$ cat src/reassembly_ring_buffer_macros.svh
// Assertion helpers for the reassembly ring buffer.
// Each expects clock and reset in scope.
`ifndef REASSEMBLY_RING_BUFFER_MACROS_SVH
`define REASSEMBLY_RING_BUFFER_MACROS_SVH

// Same-cycle implication.
`define RRB_ASSERT_NOW(lbl, ante, cons, msg) \
   lbl: assert property (@(posedge clock) disable iff (reset) (ante) |-> (cons)) \
      else $error(msg);

// Next-cycle implication.
`define RRB_ASSERT_NEXT(lbl, ante, cons, msg) \
   lbl: assert property (@(posedge clock) disable iff (reset) (ante) |=> (cons)) \
      else $error(msg);

`endif

$ cat src/rrb_pkg.sv
// ----------------------------------------------------------------------------
// rrb_pkg
// Shared types and fixed field widths of the reassembly ring buffer.
// ----------------------------------------------------------------------------
package rrb_pkg;

   localparam int MODE_W  = 3;
   localparam int BYTE_W  = 8;
   localparam int FIELD_W = 13;

   typedef enum logic [MODE_W-1:0] {
      MODE_APPEND  = 3'd0,
      MODE_POP     = 3'd1,
      MODE_PEEK    = 3'd2,
      MODE_DISCARD = 3'd3,
      MODE_SEGMENT = 3'd4
   } mode_type;

   typedef enum logic [1:0] {
      ST_IDLE,
      ST_EXEC,
      ST_MERGE,
      ST_FINISH
   } seq_state_type;

   typedef struct packed {
      logic busy;
      logic done;
   } merge_status_type;

endpackage

$ cat src/rrb_merge_engine.sv
// ----------------------------------------------------------------------------
// rrb_merge_engine
// Pending block table and the walker that merges a finished segment span
// into it, one table entry per cycle.
// ----------------------------------------------------------------------------
`include "reassembly_ring_buffer_macros.svh"

module rrb_merge_engine #(
   parameter int RING_BYTES = 4096,
   parameter int MAX_BLOCKS = 8
) (
   input  logic                               clock,
   input  logic                               reset,
   input  logic                               start,
   input  logic [$clog2(RING_BYTES)-1:0]      tail,
   input  logic [$clog2(RING_BYTES)-1:0]      left,
   input  logic [$clog2(RING_BYTES+1)-1:0]    cnt,
   input  logic [$clog2(RING_BYTES+1)-1:0]    fill,
   output rrb_pkg::merge_status_type          status,
   output logic [$clog2(RING_BYTES+1)-1:0]    moved
);

   import rrb_pkg::*;

   localparam int AW  = $clog2(RING_BYTES);
   localparam int CW  = $clog2(RING_BYTES + 1);
   localparam int RW  = $clog2(2 * RING_BYTES);
   localparam int IW  = $clog2(MAX_BLOCKS + 1);
   localparam int IXW = $clog2(MAX_BLOCKS);

   logic [AW-1:0]         bstart_ff [MAX_BLOCKS];
   logic [AW-1:0]         bstart_in [MAX_BLOCKS];
   logic [CW-1:0]         blen_ff   [MAX_BLOCKS];
   logic [CW-1:0]         blen_in   [MAX_BLOCKS];
   logic [MAX_BLOCKS-1:0] bvalid_ff, bvalid_in;

   logic          busy_ff, busy_in;
   logic          done_ff, done_in;
   logic          tmode_ff, tmode_in;
   logic [AW-1:0] tail_ff, tail_in;
   logic [AW-1:0] left_ff, left_in;
   logic [AW-1:0] sstart_ff, sstart_in;
   logic [RW-1:0] right_ff, right_in;
   logic [IW-1:0] i_ff, i_in;
   logic [CW-1:0] moved_ff, moved_in;

   logic [IXW-1:0] idx;
   logic           cur_valid;
   logic [AW-1:0]  cur_start;
   logic [CW-1:0]  cur_len;
   logic [RW-1:0]  pb, e_end, span, start_sum;
   logic [CW-1:0]  room, new_len;
   logic           hit, do_drop, do_wr;
   logic [IXW-1:0] drop_idx, wr_idx;

   assign idx       = i_ff[IXW-1:0];
   assign cur_valid = (i_ff < IW'(MAX_BLOCKS)) && bvalid_ff[idx];
   assign cur_start = bstart_ff[idx];
   assign cur_len   = blen_ff[idx];

   // distance of the block start past the tail, modulo the ring
   assign pb = (cur_start >= tail_ff) ? RW'(cur_start) - RW'(tail_ff)
                                      : RW'(cur_start) + RW'(RING_BYTES) - RW'(tail_ff);
   assign e_end = pb + RW'(cur_len);
   assign hit   = tmode_ff ? (pb <= right_ff)
                           : ((RW'(left_ff) <= e_end) && (pb <= right_ff));

   assign start_sum = RW'(tail) + RW'(left);
   assign room      = CW'(RING_BYTES) - fill;
   assign span      = right_ff - RW'(left_ff);
   assign new_len   = (span > RW'(RING_BYTES)) ? CW'(RING_BYTES) : span[CW-1:0];

   always_comb begin
      busy_in   = busy_ff;
      done_in   = 1'b0;
      tmode_in  = tmode_ff;
      tail_in   = tail_ff;
      left_in   = left_ff;
      sstart_in = sstart_ff;
      right_in  = right_ff;
      i_in      = i_ff;
      moved_in  = moved_ff;
      do_drop   = 1'b0;
      drop_idx  = idx;
      do_wr     = 1'b0;
      wr_idx    = idx;

      if (start) begin
         busy_in   = 1'b1;
         tmode_in  = (left == '0);
         tail_in   = tail;
         left_in   = left;
         sstart_in = (start_sum >= RW'(RING_BYTES)) ?
                     AW'(start_sum - RW'(RING_BYTES)) : start_sum[AW-1:0];
         right_in  = RW'(left) + RW'(cnt);
         i_in      = '0;
      end else if (busy_ff) begin
         if (cur_valid) begin
            if (hit) begin
               // absorb the block and close the gap it leaves
               do_drop = 1'b1;
               if (e_end > right_ff) begin
                  right_in = e_end;
               end
               if (!tmode_ff && (pb < RW'(left_ff))) begin
                  left_in   = pb[AW-1:0];
                  sstart_in = cur_start;
               end
            end else begin
               i_in = i_ff + 1'b1;
            end
         end else begin
            busy_in = 1'b0;
            done_in = 1'b1;
            if (tmode_ff) begin
               moved_in = (right_ff > RW'(room)) ? room : right_ff[CW-1:0];
            end else begin
               moved_in = '0;
               do_wr    = 1'b1;
               if (i_ff >= IW'(MAX_BLOCKS)) begin
                  // table full: evict the oldest block
                  do_drop  = 1'b1;
                  drop_idx = '0;
                  wr_idx   = IXW'(MAX_BLOCKS - 1);
               end
            end
         end
      end

      bstart_in = bstart_ff;
      blen_in   = blen_ff;
      bvalid_in = bvalid_ff;
      for (int k = 0; k < MAX_BLOCKS - 1; k++) begin
         if (do_drop && (k >= int'(drop_idx))) begin
            bstart_in[k] = bstart_ff[k+1];
            blen_in[k]   = blen_ff[k+1];
            bvalid_in[k] = bvalid_ff[k+1];
         end
      end
      if (do_drop) begin
         bstart_in[MAX_BLOCKS-1] = '0;
         blen_in[MAX_BLOCKS-1]   = '0;
         bvalid_in[MAX_BLOCKS-1] = 1'b0;
      end
      if (do_wr) begin
         bstart_in[wr_idx] = sstart_ff;
         blen_in[wr_idx]   = new_len;
         bvalid_in[wr_idx] = 1'b1;
      end
   end

   always_ff @(posedge clock) begin
      if (reset) begin
         busy_ff   <= 1'b0;
         done_ff   <= 1'b0;
         bvalid_ff <= '0;
         for (int k = 0; k < MAX_BLOCKS; k++) begin
            bstart_ff[k] <= '0;
            blen_ff[k]   <= '0;
         end
      end else begin
         busy_ff   <= busy_in;
         done_ff   <= done_in;
         bvalid_ff <= bvalid_in;
         bstart_ff <= bstart_in;
         blen_ff   <= blen_in;
      end
   end

   always_ff @(posedge clock) begin
      tmode_ff  <= tmode_in;
      tail_ff   <= tail_in;
      left_ff   <= left_in;
      sstart_ff <= sstart_in;
      right_ff  <= right_in;
      i_ff      <= i_in;
      moved_ff  <= moved_in;
   end

   assign status.busy = busy_ff;
   assign status.done = done_ff;
   assign moved       = moved_ff;

   `RRB_ASSERT_NOW(a_blocks_packed, 1'b1,
      ((bvalid_ff + 1'b1) & bvalid_ff) == '0, "block table not packed")
   `RRB_ASSERT_NEXT(a_done_ends_walk, done_ff, !busy_ff || start,
      "merge walker busy after done")
   `RRB_ASSERT_NOW(a_start_when_free, start, !busy_ff, "merge started while busy")

endmodule

$ cat config.mk
export PLATFORM = sky130hd
export DESIGN_NAME = rrb_merge_engine
export DESIGN_NICKNAME = d
export VERILOG_FILES = /design/src/rrb_pkg.sv /design/src/rrb_merge_engine.sv
export VERILOG_INCLUDE_DIRS = /design/src /design/src/src
export SDC_FILE = /design/constraint.sdc
export NUM_CORES = 1
export LEC_CHECK = 0
export BUFFER_PORTS_ARGS = -buffer_cell sky130_fd_sc_hd__buf_4
export CORE_MARGIN = 5
export CORE_UTILIZATION = 30
export DETAILED_ROUTE_END_ITERATION = 10
export PLACE_DENSITY_LB_ADDON = 0.1
export SLEW_MARGIN = 20
export SYNTH_ARGS = -nofsm -noshare
export SYNTH_HDL_FRONTEND = slang
export SYNTH_SLANG_ARGS = --single-unit
$ cat constraint.sdc
create_clock -name clock -period 9 [get_ports clock]
set_clock_uncertainty 0.1 [all_clocks]
set_input_delay 1.8 -clock clock [delete_from_list [all_inputs] [get_ports clock]]
set_output_delay 1.8 -clock clock [all_outputs]
set_load 0.01 [all_outputs]
Yosys cells after proc, flatten, opt, wreduce, memory -nomap -nowiden:

Cells that the tools add are included.

* add/subtract/negate cells: 10
* magnitude comparators: 23
* multiplexer cells: 87
* bitwise gates (word level): 7
* reductions and logical operators: 24

Operators with widths (count)
* $mux 12: 22
* $mux 13: 19
* $bwmux 104: 1
* $mux 104: 1
* $bwmux 96: 1
* $mux 96: 1
* $bmux 13 s3: 1
* $demux 13 s3: 1
* $bmux 12 s3: 1
* $demux 12 s3: 1
* $mux 3: 10
* $gt 13x13->1: 2
* $sub 13x12->13: 2
* $mux 1: 25
* $add 12x12->13: 1
* $add 12x13->13: 1
* $add 12x13->13 const B: 1
* $add 13x13->13: 1
* $ge 13x13->1 const B: 1
* $gt 13x13->1 const B: 1
* $le 12x13->1: 1
* $le 13x13->1: 1
* $lt 13x12->1: 1
* $sub 12x12->13: 1
* 25 further kinds: 53

* bits in registers: 277
* output and inout port bits: 15
* logic and storage cells: 177

Logic depth before layout (Yosys ltp):

Gate-level depths: netlist of run 1.

* depth in word-level cells: 19
* depth in mapped cells: 34
* depth with buffers taken out: 29

Worst setup path after synthesis of run 1:

Ideal clock, no wire load.

* path kind: flip-flop to flip-flop
* start: reg i_ff[0]
* end: reg left_ff[0], enable pin
* library setup time: 0.438 ns
* data arrival time: 7.730 ns
* data required time: 8.462 ns
* slack: 0.732 ns
* stages on the path, launching flop included: 30
* clock period less this slack: 8.268 ns
* path through: dfxtp_1 clkbuf_1 buf_1 mux4_2 mux2i_1 ha_1 inv_1 fa_1 a21o_1 a21oi_1 o211ai_1 xor2_1 ha_1 a21oi_1 o21ai_0 a31oi_1 nor2b_1 o21ai_0 nand2b_1 xor2_1 inv_1 ha_1 nand4_1 nor2_1 nand4_1 nor4b_1 a211oi_1 o21ai_4 nand3_1 o21ai_0

* longest elaborated chain between the ends: 13
* elaborated cells between the ends (all ways): 27
* classes of those cells: add/sub (4); order compare (5); mux (10); bitwise (1); reduce/logical (7)

Ends and longest elaborated chain
* start: declaration: RTL line rrb_merge_engine.sv:44 `logic [IW-1:0] i_ff, i_in;`
* start signal: assignment: RTL line rrb_merge_engine.sv:176 `i_ff <= i_in;`
* $not 3->4 (implied by the code): RTL line rrb_merge_engine.sv:58, rrb_merge_engine.sv:59
* $bmux 12 s3: RTL line rrb_merge_engine.sv:58 `assign cur_start = bstart_ff[idx];`
* $mux 12 (implied by the code) (2 in a row): RTL line rrb_merge_engine.sv:58
* $add 12x13->13: RTL line rrb_merge_engine.sv:63 `: RW'(cur_start) + RW'(RING_BYTES) - RW'(tail_ff);`
* $sub 13x12->13: RTL line rrb_merge_engine.sv:63
* $mux 13: RTL line rrb_merge_engine.sv:62 `assign pb = (cur_start >= tail_ff) ? RW'(cur_start) - RW'(tail_ff)`
* $add 13x13->13: RTL line rrb_merge_engine.sv:64 `assign e_end = pb + RW'(cur_len);`
* $le 12x13->1: RTL line rrb_merge_engine.sv:66 `: ((RW'(left_ff) <= e_end) && (pb <= right_ff));`
* $logic_and 1x1->1: RTL line rrb_merge_engine.sv:66
* $mux 1: RTL line rrb_merge_engine.sv:65 `assign hit = tmode_ff ? (pb <= right_ff)`
* $reduce_bool 2->1 (no line)
* $reduce_and 4->1 (no line) *
* end signal: assignment: RTL line rrb_merge_engine.sv:173 `left_ff <= left_in;`
* end: declaration: RTL line rrb_merge_engine.sv:41 `logic [AW-1:0] left_ff, left_in;`

Every way passes the cells marked *; elsewhere a longest branch is shown, timed or not. The select of a mux whose other input is x is not followed.
A chain may end at the register's enable or synchronous reset.

Worst setup path in the final report of run 1:

* start: reg i_ff[0]
* end: reg blen_ff[56] in the netlist's numbering

* longest elaborated chain between the ends: 19
* elaborated cells between the ends (all ways): 52
* classes of those cells: add/sub (4); order compare (8); mux (34); bitwise (2); reduce/logical (4)

Ends and longest elaborated chain
* $not 3->4 (implied by the code): RTL line rrb_merge_engine.sv:58, rrb_merge_engine.sv:59
* $bmux 12 s3: RTL line rrb_merge_engine.sv:58
* $mux 12 (implied by the code) (2 in a row): RTL line rrb_merge_engine.sv:58
* $add 12x13->13: RTL line rrb_merge_engine.sv:63
* $sub 13x12->13: RTL line rrb_merge_engine.sv:63
* $mux 13: RTL line rrb_merge_engine.sv:62
* $add 13x13->13: RTL line rrb_merge_engine.sv:64
* $le 12x13->1: RTL line rrb_merge_engine.sv:66
* [2 not listed]
* $mux 1: RTL line rrb_merge_engine.sv:99 `if (hit) begin`
* $mux 1: RTL line rrb_merge_engine.sv:98 `if (cur_valid) begin`
* $mux 1: RTL line rrb_merge_engine.sv:97 `end else if (busy_ff) begin`
* $mux 1: RTL line rrb_merge_engine.sv:88 `if (start) begin`
* $logic_and 1x1->1: RTL line rrb_merge_engine.sv:134 `if (do_drop && (k >= int'(drop_idx))) begin`
* $mux 13: RTL line rrb_merge_engine.sv:134
* $bwmux 104: RTL line rrb_merge_engine.sv:147 `blen_in[wr_idx] = new_len;`
* $mux 104 *: RTL line rrb_merge_engine.sv:145 `if (do_wr) begin`
* end signal: assignment: RTL line rrb_merge_engine.sv:166 `blen_ff <= blen_in;`
* end: declaration: RTL line rrb_merge_engine.sv:33 `logic [CW-1:0] blen_ff [MAX_BLOCKS];`

Marks and branches as above.

==> reports/summary.md, run 1 <==
## Run status
• **outcome** finished clean

## Setup path
• **largest stage delay on the critical path** 0.86 ns
• **beginning of the critical path** i_ff[0]
• **Most common cell on crit path** sky130_fd_sc_hd__ha_1
• **CP required** 9.29 ns
• **crit path launch type** flip-flop
• **maximum fanout encountered on the critical timing path** 27
• **R2R Path Start** i_ff[0]
• **Crit Path Class** reg2reg
• **data arrival at the endpoint of the critical path** 8.51 ns
• **cell with the biggest individual delay on the critical path** sky130_fd_sc_hd__o31ai_4
• **crit path capture type** flip-flop

## Floorplanning
• **starting density of the core** 30.2%
• **height of the die** 253 um
• **Std-Cell Core Area** 0.0589 mm2
• **I/O pins** 68
• **Core Rows** 89
• **Total Die Area** 0.0643 mm2
• **Die X-Extent** 253 um

## Synthesis
• **synthesized cell area** 0.0178 mm2
• **Yosys warnings** 0
• **gate count of the mapped netlist** 1842
• **Post-Synthesis Net Count** 2021
• **fraction of synthesis flops using an asynchronous set or reset pin** 0%
• **number of synthesized register bits** 277
• **commonest register cell after synthesis** sky130_fd_sc_hd__dfxtp_1
• **count of distinct cell types in the synthesized netlist** 74
• **number of enable-type register cells in the synthesized netlist** 63
• **mean instance size in the synthesized netlist** 9.66 um2
• **part of the Yosys area used for sequential elements** 34.7%

## Route
• **1st-iter DRT viols** 736
• **DRC Markers** 0
• **vias per cell** 5.34
• **Wirelength per Cell** 23.1 um
• **number of nets still failing antenna checks after routing** 0
• **total via count in the routed design** 14.1k
• **first-pass iteration count of the detailed router** 5
• **drt total wl** 61.2 mm

## Clock network
• **hold-fix buffers at CTS** 0
• **cts bufs inserted** 36
• **clk sink count** 277
• **Clk Latency, worst-skew pair** 0.56 ns
• **TritonCTS clock tree** yes
• **library cell used as clock root buffer** sky130_fd_sc_hd__clkbuf_16
• **Worst-path clk slew** 0.06 ns
• **number of H-tree levels** 2
• **clk buf depth** 3
• **post-CTS setup repair buffer count** 0
• **Post-CTS Resized** 0

## Power and ir drop
• **standby leakage power** 7.46 nW
• **Clock Power Share** 42.2%
• **switching power as a share of total power** 30.8%
• **switching power total** 0.00113 W
• **sequential group share of total power** 36.9%
• **internal power** 0.00254 W
• **maximum resistive drop on vdd** 0.000113 V
• **total power divided by cell area** 181 mW/mm2
• **fraction of power consumed by combinational cells** 20.9%

## Layout
• **proportion of layout cells with a drive suffix above 1** 14.9%
• **Post-Route Utilization** 34.4%
• **layout overhead on the synthesized area** 13.8%
• **post-layout instance area** 0.0202 mm2
• **final net count** 2028
• **number of antenna repair diodes** 0
• **number of standard cells in the layout, taps in and fillers out** 2649
• **commonest non-fill, non-tap cells in the layout** sky130_fd_sc_hd__nor2_1, sky130_fd_sc_hd__dfxtp_1, sky130_fd_sc_hd__mux2i_1
• **most common cell after layout, fill and taps aside** sky130_fd_sc_hd__nor2_1

## Place
• **Setup WS pre-CTS** 0.781 ns
• **number of buffers added on ports** 67
• **RePlAce Congestion** 0.886
• **DP HPWL** 41.6 mm
• **DP Area** 0.0190 mm2
• **# placed instances** 2584

## GRT
• **total track usage** 18.7%
• **largest net degree at the start of global routing** 117
• **vias in the first global route** 13.9k
• **total grt overflow** 0
• **initial antenna violation count** 0
• **wire length of the first global-routing pass** 91.6 mm

## STA
• **worst-margin pin slew** 1.08 ns
• **Final Hold Vio Count** 0
• **maximum clock frequency** 122 MHz
• **final worst path period share** 91.3%
• **RSZ-0062 raised after global routing** no
• **final setup violation count** 0
• **Setup WS post-layout** 0.781 ns
• **clock period minus final worst setup slack** 8.22 ns
• **total negative slack for setup checks** 0 ns
• **number of max-slew violations in the final report** 0
• **worst-case headroom to the max-slew limit** 27.7%

## Hold path
• **hold path start** i_ff[3]
• **Hold Crit Class** reg2reg

## Flow run
• **max cap viols** 0

==> per-layer routing <==
layer / vias up / track usage, % / routed length (um)
met5: - / 0 / 0
li1: 6866 / - / -
met1: 6953 / 25.8 / 28900
met2: 259 / 31.2 / 28900
met4: 0 / 4.18 / 1310
met3: 65 / 2.76 / 2070
==> worst max-delay path: cells and delay by family (launching register included) <==
| family | cells | cell delay [ns] |
|---|---|---|
| muxes | 3 | 1.02 |
| and+or+nand+nor | 6 | 0.77 |
| AOI/OAI and AO/OA | 11 | 2.91 |
| DFF | 1 | 0.74 |
| buffers and inverters | 3 | 0.62 |
| xor gates and xnor gates | 2 | 0.55 |
| adders and majority gates | 4 | 1.30 |
==> final timing paths <==
path / to / slack (ns) / depth (start not counted)
worst min register to register: i_ff[3] / 0.39 / 1
worst min-delay path: i_ff[3] / 0.39 / 1
worst max-delay path: blen_ff[56] / 0.78 / 29
worst max register to register: blen_ff[56] / 0.78 / 29
==> through the flow <==
step | hold WS (ns) | power, W
3_5_place_dp | 0.382 | 0.00215
6_report | 0.391 | 0.00367
3_3_place_gp | 0.382 | 0.00215
4_1_cts | 0.397 | 0.00372
2_1_floorplan | 0.363 | 0.00186
5_1_grt | 0.430 | 0.00384
==> cell type report <==
class                      instances  area, um2
clock buffer                      53       1120
fill                            5994      38700
clock inverter                    12        154
tap                              773        967
sequential                       277       6180
multi-input combinational       1342      10700
timing repair buffer             106        837
inverter                          86        323
==> Yosys cell counts (all sizes together), types with 3 or more instances <==
master     n  area [um2]
a2111oi    3        27.5
a211oi   177        1330
a21boi     3        22.5
a21o      20         150
a21oi     79         395
a22oi     22         165
a31o       8        70.1
a31oi      7        43.8
a32oi      3        26.3
and2      10        62.6
and3       9        56.3
buf       45         333
clkbuf    92         355
dfxtp    214        4280
edfxtp    63        1890
fa         5         100
ha       121        1510
inv       86         323
mux2      30         338
mux2i    189        1890
mux4      52        1170
nand2     63         236
nand2b    12        75.1
nand3     16        80.1
nand4     12        75.1
nand4b     3        26.3
nor2     240         901
nor2b     12        75.1
nor3      28         145
nor4      11        68.8
o211ai     7        52.6
o21a      25         195
o21ai     54         282
o21bai    14         105
o22ai      6        37.5
o31ai      8        65.1
or2        4        25.0
or3        8        50.1
xnor2     31         272
xor2      20         175
==> power groups by stage <==
stage	logic (W)	registers [W]	clock network, W
floorplan	0.000505	0.00135	0
global placement	0.000760	0.00138	0
detailed placement	0.000765	0.00138	0
CTS	0.000769	0.00136	0.00159
global route	0.000843	0.00136	0.00164
finish	0.000766	0.00136	0.00155
==> state kept, by name (all words and copies together) (netlist names) <==
register	count
busy_ff	1
bvalid_ff	8
right_ff	13
done_ff	1
moved	13
bstart_ff	96
tmode_ff	1
left_ff	12
i_ff	4
blen_ff	104
sstart_ff	12
tail_ff	12
==> cells by family (layout without fill, tap and decap cells) <==
logic type               after synthesis  count (layout)  share of synthesized area (%)
AO/OA/AOI/OAI                        453             453                           17.6
XOR/XNOR                              52              52                           2.64
adder cells (fa/ha/maj)              126             126                           9.07
buffers and inverters                223             257                           5.68
flip-flops                           277             277                           34.7
multiplexers                         271             271                           19.1
AND/OR/NAND/NOR                      440             440                           11.2
Note: power is estimated with default switching activity, not from simulation.
==> run 2, diff against run 1 <==
- CORE_UTILIZATION: 30 -> 45
==> run 2 against run 1 <==
  * Critical path depth stayed put
  * Register-to-register slack better by 0.07 ns
  * Utilization is 16 points higher
  * Via count hardly changed
  * Clock power is 20% lower
  * Sequential power hardly changed
  * Largest cell class unchanged
  * Design area is 3.7% lower
  * Non-clock buffer count is 9 lower
  * Largest power group is now sequential cells
  * Sequential share of layout area is 1.2 points higher
  * First-iteration DRC count is 40% higher
  * Setup slack better by 0.067 ns
==> reports/summary.md, run 2 (same netlist as run 1, synthesis figures left out) <==
## Floorplanning
• **Core Rows** 72, -19%
• **Std-Cell Core Area** 0.0389 mm2, -34%
• **height of the die** 209 um, -18%
• **Total Die Area** 0.0436 mm2, -32%
• **Die X-Extent** 209 um, -18%
• **I/O pins** 68, unchanged
• **starting density of the core** 45.7%, +16 points

## Layout
• **area of the multi-input gates** 0.0106 mm2, about the same
• **Largest Register** blen_ff
• **layout overhead on the synthesized area** 9.57%
• **number of standard cells in the layout, taps in and fillers out** 2371, -10%
• **Sequential Area** 0.00618 mm2, unchanged
• **commonest non-fill, non-tap cells in the layout** sky130_fd_sc_hd__nor2_1, sky130_fd_sc_hd__dfxtp_1, sky130_fd_sc_hd__mux2i_1
• **largest registers** blen_ff: 104 flops, bstart_ff: 96 flops
• **final net count** 2014, -0.69%
• **count of fill cells added during filler insertion** 3684, -39%
• **most common cell after layout, fill and taps aside** sky130_fd_sc_hd__nor2_1
• **proportion of layout cells with a drive suffix above 1** 13.6%, -1.3 points
• **number of antenna repair diodes** 0, unchanged
• **number of flip-flops in the largest register** 104, unchanged

## Setup path
• **crit-path leading delay family** compound AO/OA/AOI/OAI gates
• **Most common cell on crit path** sky130_fd_sc_hd__ha_1
• **crit path launch type** flip-flop
• **crit path capture type** flip-flop
• **maximum fanout encountered on the critical timing path** 25, -7.4%
• **R2R Path Start** i_ff[0]
• **data arrival at the endpoint of the critical path** 8.49 ns, -0.02 ns
• **beginning of the critical path** i_ff[0]
• **largest stage delay on the critical path** 0.84 ns, -0.02 ns
• **cell with the biggest individual delay on the critical path** sky130_fd_sc_hd__a31o_2
• **CP required** 9.34 ns, +0.05 ns
• **buffers and inverters on the worst path** 3, unchanged
• **Crit Path Class** reg2reg

## STA
• **worst-case headroom to the max-slew limit** 28.8%, +1.1 points
• **worst hold-check slack** 0.410 ns, +0.0192 ns
• **Setup WS post-layout** 0.849 ns, +0.0673 ns
• **number of max-slew violations in the final report** 0, unchanged
• **total negative slack for setup checks** 0 ns, unchanged
• **maximum clock frequency** 123 MHz, +0.83%
• **clock period minus final worst setup slack** 8.15 ns, -0.0673 ns
• **RSZ-0062 raised after global routing** no
• **final setup violation count** 0, unchanged
• **Final Hold Vio Count** 0, unchanged
• **worst-margin pin slew** 1.06 ns, -0.0229 ns
• **final worst path period share** 90.6%, -0.75 points

## Clock network
• **post-CTS setup repair buffer count** 0, unchanged
• **TritonCTS clock tree** yes
• **Clk Latency, worst-skew pair** 0.60 ns, +0.04 ns
• **clk buf depth** 3, unchanged
• **hold-fix buffers at CTS** 0, unchanged
• **Post-CTS Resized** 0, unchanged
• **cts bufs inserted** 31, -14%
• **clk sink count** 277, unchanged
• **Worst-path clk slew** 0.06 ns, about the same
• **library cell used as clock root buffer** sky130_fd_sc_hd__clkbuf_16
• **number of H-tree levels** 1, -1

## Place
• **RePlAce Congestion** 0.939, +6.0%
• **DP HPWL** 36.5 mm, -12%
• **number of buffers added on ports** 67, unchanged
• **Setup WS pre-CTS** 0.933 ns, +0.153 ns
• **# placed instances** 2320, -10%

## Power and ir drop
• **total power divided by cell area** 171 mW/mm2, -5.8%
• **standby leakage power** 7.25 nW, -2.8%
• **power consumption** 0.00333 W, -9.3%
• **maximum resistive drop on vdd** 0.000145 V, +29%

## Route
• **number of nets still failing antenna checks after routing** 0, unchanged
• **DRC Markers** 0, unchanged
• **Wirelength per Cell** 22.5 um, -2.5%
• **vias per cell** 5.97, +12%
• **1st-iter DRT viols** 1028, +40%
• **total via count in the routed design** 14.1k, +0.014%
• **drt total wl** 53.4 mm, -13%
• **first-pass iteration count of the detailed router** 7, +2

## Hold path
• **hold path start** i_ff[3]
• **Hold Crit Class** reg2reg

## GRT
• **total grt overflow** 0, unchanged
• **initial antenna violation count** 0, unchanged
• **vias in the first global route** 13.5k, -2.9%
• **total track usage** 23.5%, +4.8 points
• **wire length of the first global-routing pass** 81.6 mm, -11%
• **largest net degree at the start of global routing** 117, unchanged

## Run status
• **outcome** finished clean

## Flow run
• **max cap viols** 0, unchanged

==> run 2: cell types whose count changed in the layout (fill, tap and decap cells not counted) <==
| cell | before | now |
|---|---|---|
| sky130_fd_sc_hd__clkbuf_16 | 39 | 31 |
| sky130_fd_sc_hd__bufinv_16 | 3 | 1 |
| sky130_fd_sc_hd__buf_4 | 102 | 96 |
| sky130_fd_sc_hd__inv_6 | 1 | 0 |
| sky130_fd_sc_hd__inv_16 | 0 | 1 |
| sky130_fd_sc_hd__clkbuf_8 | 9 | 5 |
| sky130_fd_sc_hd__clkinv_2 | 6 | 1 |
| sky130_fd_sc_hd__o31ai_4 | 2 | 1 |
| sky130_fd_sc_hd__clkbuf_1 | 5 | 9 |
| sky130_fd_sc_hd__o31ai_2 | 0 | 1 |
| sky130_fd_sc_hd__clkinv_8 | 1 | 0 |
| sky130_fd_sc_hd__buf_12 | 3 | 0 |
| sky130_fd_sc_hd__clkbuf_4 | 0 | 2 |
==> run 2: final timing paths <==
check / depth (start not counted) / endpoint / slack (ns)
worst max-delay path: 29 / blen_ff[65] / 0.85
worst min-delay path: 1 / i_ff[3] / 0.41
worst max register to register: 29 / blen_ff[65] / 0.85
worst min register to register: 1 / i_ff[3] / 0.41
==> run 2: layout make-up <==
class                      instances  area share, %
timing repair buffer              97           3.76
clock buffer                      47           4.58
inverter                          86           1.66
sequential                       277           31.7
clock inverter                     4          0.327
multi-input combinational       1342           54.6
tap                              518           3.33
==> run 2: report_power, final <==
| group | switching (W) | internal (W) | total, W |
|---|---|---|---|
| registers | 0.0000430 | 0.00131 | 0.00135 |
| clock network | 0.000531 | 0.000707 | 0.00124 |
| logic | 0.000467 | 0.000270 | 0.000737 |
==> run 2: stage by stage <==
stage	utilization, %	area (um2)
after floorplan	-	17800
after global placement	47.6	18500
after detailed placement	47.6	18500
after CTS	50.1	19500
after global routing	50.1	19500
final	50.1	19500
==> run 2: routing by layer <==
layer | track usage (%) | wire [um] | part of all wire [%]
met5 | 0 | 0 | 0
met4 | 6.53 | 1570 | 2.9
met3 | 3.48 | 3090 | 5.8
met2 | 37.4 | 24400 | 46
met1 | 33.5 | 24400 | 46
==> run 3, diff against run 2 <==
- ABC_AREA: unset -> 1
==> run 3 against run 2 <==
  * Sequential power about the same
  * Non-clock buffer count increased by 11
  * Area after synthesis is 4.6% higher
  * Sequential share of layout area decreased by 1.5 points
  * Utilization hardly changed
  * Setup slack gained 0.48 ns
  * Combinational power up 21%
  * Clock-buffer cell count rose by 5
  * Highest routed layer unchanged
==> reports/summary.md, run 3 <==
## Setup path
• **CP required** 9.28 ns, -0.06 ns
• **crit path capture type** flip-flop
• **beginning of the critical path** i_ff[0]
• **crit path launch type** flip-flop
• **data arrival at the endpoint of the critical path** 7.95 ns, -0.54 ns
• **R2R Path Start** i_ff[0]
• **Crit Path Class** reg2reg
• **Most common cell on crit path** sky130_fd_sc_hd__a21oi_1
• **maximum fanout encountered on the critical timing path** 40, +60%
• **largest stage delay on the critical path** 0.66 ns, -0.18 ns
• **cell with the biggest individual delay on the critical path** sky130_fd_sc_hd__dfxtp_4

## Floorplanning
• **height of the die** 213 um, +2.2%
• **I/O pins** 68, unchanged
• **Core Rows** 74, +2.8%
• **Std-Cell Core Area** 0.0408 mm2, +4.9%
• **Total Die Area** 0.0455 mm2, +4.4%
• **Die X-Extent** 213 um, +2.2%
• **starting density of the core** 45.6%, -0.14 points

## Clock network
• **Post-CTS Resized** 0, unchanged
• **number of H-tree levels** 2, +1
• **Clk Latency, worst-skew pair** 0.55 ns, -0.05 ns
• **cts bufs inserted** 35, +13%
• **post-CTS setup repair buffer count** 0, unchanged
• **hold-fix buffers at CTS** 0, unchanged
• **library cell used as clock root buffer** sky130_fd_sc_hd__clkbuf_16
• **clk sink count** 277, unchanged
• **TritonCTS clock tree** yes
• **Worst-path clk slew** 0.06 ns, about the same
• **clk buf depth** 3, unchanged

## Synthesis
• **fraction of synthesis flops using an asynchronous set or reset pin** 0%, unchanged
• **area share of the largest cell type after synthesis** 23.0%, -1.1 points
• **part of the Yosys area used for sequential elements** 33.2%, -1.5 points
• **library cell occupying the most area in the post-synthesis netlist** sky130_fd_sc_hd__dfxtp_1
• **count of distinct cell types in the synthesized netlist** 49, -34%
• **mean instance size in the synthesized netlist** 6.79 um2, -30%
• **most frequent cells after synthesis** sky130_fd_sc_hd__nand2_1, sky130_fd_sc_hd__nand3_1, sky130_fd_sc_hd__inv_1
• **commonest register cell after synthesis** sky130_fd_sc_hd__dfxtp_1
• **top cells by area, synth** sky130_fd_sc_hd__dfxtp_1, sky130_fd_sc_hd__nand2_1, sky130_fd_sc_hd__edfxtp_1
• **Yosys warnings** 0, unchanged
• **Post-Synthesis Net Count** 2917, +44%
• **leading cell type by number of instances after synthesis** sky130_fd_sc_hd__nand2_1
• **synthesized cell area** 0.0186 mm2, +4.6%
• **number of synthesized register bits** 277, unchanged
• **gate count of the mapped netlist** 2738, +49%
• **number of enable-type register cells in the synthesized netlist** 63, unchanged

## Place
• **number of buffers added on ports** 67, unchanged
• **Setup WS pre-CTS** 1.61 ns, +0.672 ns
• **DP HPWL** 46.1 mm, +26%
• **RePlAce Congestion** 0.914, -2.7%

## GRT
• **total track usage** 30.0%, +6.5 points
• **initial antenna violation count** 0, unchanged
• **vias in the first global route** 18.4k, +36%
• **wire length of the first global-routing pass** 107 mm, +31%
• **total grt overflow** 0, unchanged
• **largest net degree at the start of global routing** 92, -21%

## Layout
• **layout overhead on the synthesized area** 9.98%
• **proportion of layout cells with a drive suffix above 1** 7.09%, -6.5 points
• **Post-Route Utilization** 50.1%, about the same
• **Largest Register** blen_ff
• **number of flip-flops in the largest register** 104, unchanged
• **count of fill cells added during filler insertion** 4071, +11%
• **final net count** 2895, +44%
• **number of antenna repair diodes** 0, unchanged
• **largest registers** blen_ff: 104 flops, bstart_ff: 96 flops
• **commonest non-fill, non-tap cells in the layout** sky130_fd_sc_hd__nand2_1, sky130_fd_sc_hd__nand3_1, sky130_fd_sc_hd__inv_1
• **area of the multi-input gates** 0.0106 mm2, -0.71%
• **Sequential Area** 0.00618 mm2, about the same
• **most common cell after layout, fill and taps aside** sky130_fd_sc_hd__nand2_1

## Route
• **1st-iter DRT viols** 2062, +100%
• **DRC Markers** 0, unchanged
• **first-pass iteration count of the detailed router** 7, unchanged
• **total via count in the routed design** 19.3k, +36%
• **number of nets still failing antenna checks after routing** 0, unchanged
• **drt total wl** 69.5 mm, +30%
• **vias per cell** 5.90, -1.1%
• **Wirelength per Cell** 21.3 um, -5.7%

## Power and ir drop
• **standby leakage power** 9.68 nW, +34%
• **maximum resistive drop on vdd** 0.000112 V, -23%
• **power consumption** 0.00363 W, +9.1%
• **total power divided by cell area** 178 mW/mm2, +3.9%

## STA
• **number of max-slew violations in the final report** 0, unchanged
• **clock period minus final worst setup slack** 7.67 ns, -0.484 ns
• **final setup violation count** 0, unchanged
• **worst-case headroom to the max-slew limit** 25.9%, -2.9 points
• **Setup WS post-layout** 1.33 ns, +0.484 ns
• **total negative slack for setup checks** 0 ns, unchanged
• **maximum clock frequency** 130 MHz, +6.3%
• **final worst path period share** 85.2%, -5.4 points
• **RSZ-0062 raised after global routing** no
• **Final Hold Vio Count** 0, unchanged
• **worst-margin pin slew** 1.11 ns, +0.0502 ns

## Run status
• **outcome** finished clean

## Hold path
• **Hold Crit Class** reg2reg
• **hold path start** blen_ff[100]

## Flow run
• **max cap viols** 0, unchanged

-- run 3: changes by cell type after synthesis, sizes merged, moves of 23 or more --
| cell | change |
|---|---|
| inv | +210 |
| mux2 | -30 |
| nand2 | +518 |
| nand3 | +338 |
| a31oi | +49 |
| a211oi | -175 |
| o21ai | +185 |
| mux4 | -52 |
| nor2 | -35 |
| o21a | -23 |
| a21oi | +200 |
| mux2i | -189 |
-- run 3: through the flow --
step | hold slack (ns) | area, um2 | instances
CTS | 0.373 | 20500 | 3269
global placement | 0.349 | 19400 | 3211
global route | 0.400 | 20500 | 3269
detailed placement | 0.361 | 19400 | 3211
finish | 0.384 | 20500 | 3269
floorplan | 0.339 | 18600 | 2738
-- run 3: worst paths after layout --
check                                     to  slack, ns  cells after the start
worst max-delay path            bvalid_ff[1]       1.33                     32
worst min-delay path            blen_ff[100]       0.38                      2
worst max register to register  bvalid_ff[1]       1.33                     32
worst min register to register  blen_ff[100]       0.38                      2
-- run 3: metal layers --
layer  global-route usage (%)  share of wire, %  vias up
met3                     5.76               9.1      194
li1                         -                 -     9157
met2                     49.0                46      985
met4                     13.4               4.7        0
met1                     38.8                40     8958
met5                        0                 0        -
-- run 3: final cells by class --
class / count / share of cell area [%]
multi-input cells: 1995 / 51.7
flip-flops and latches: 277 / 30.2
inverters: 299 / 5.49
clock buffers: 52 / 5.20
repair buffers: 108 / 4.02
well taps: 532 / 3.25
clock inverters: 6 / 0.165
-- run 3: critical path: cells and delay by family, from the launching register on --
kind	cells	cell delay, ns
buffers and inverters	3	0.62
xor gates and xnor gates	2	0.73
and+or+nand+nor	15	2.46
DFF	1	0.66
AOI/OAI and AO/OA	9	1.85
adders and majority gates	3	1.02
-- run 3: logic make-up after synthesis --
family | Yosys count | share of synthesized area [%]
AO/OA/AOI/OAI | 647 | 18.8
AND/OR/NAND/NOR | 1174 | 26.7
buffers and inverters | 466 | 10.3
adder cells (fa/ha/maj) | 126 | 8.68
flip-flops | 277 | 33.2
XOR/XNOR | 48 | 2.26
-- run 3: where the power goes --
| group | switching (W) | internal (W) | leakage (nW) |
|---|---|---|---|
| combinational | 0.000614 | 0.000276 | 6.79 |
| clock | 0.000569 | 0.000814 | 0.545 |
| sequential | 0.0000442 | 0.00132 | 2.34 |
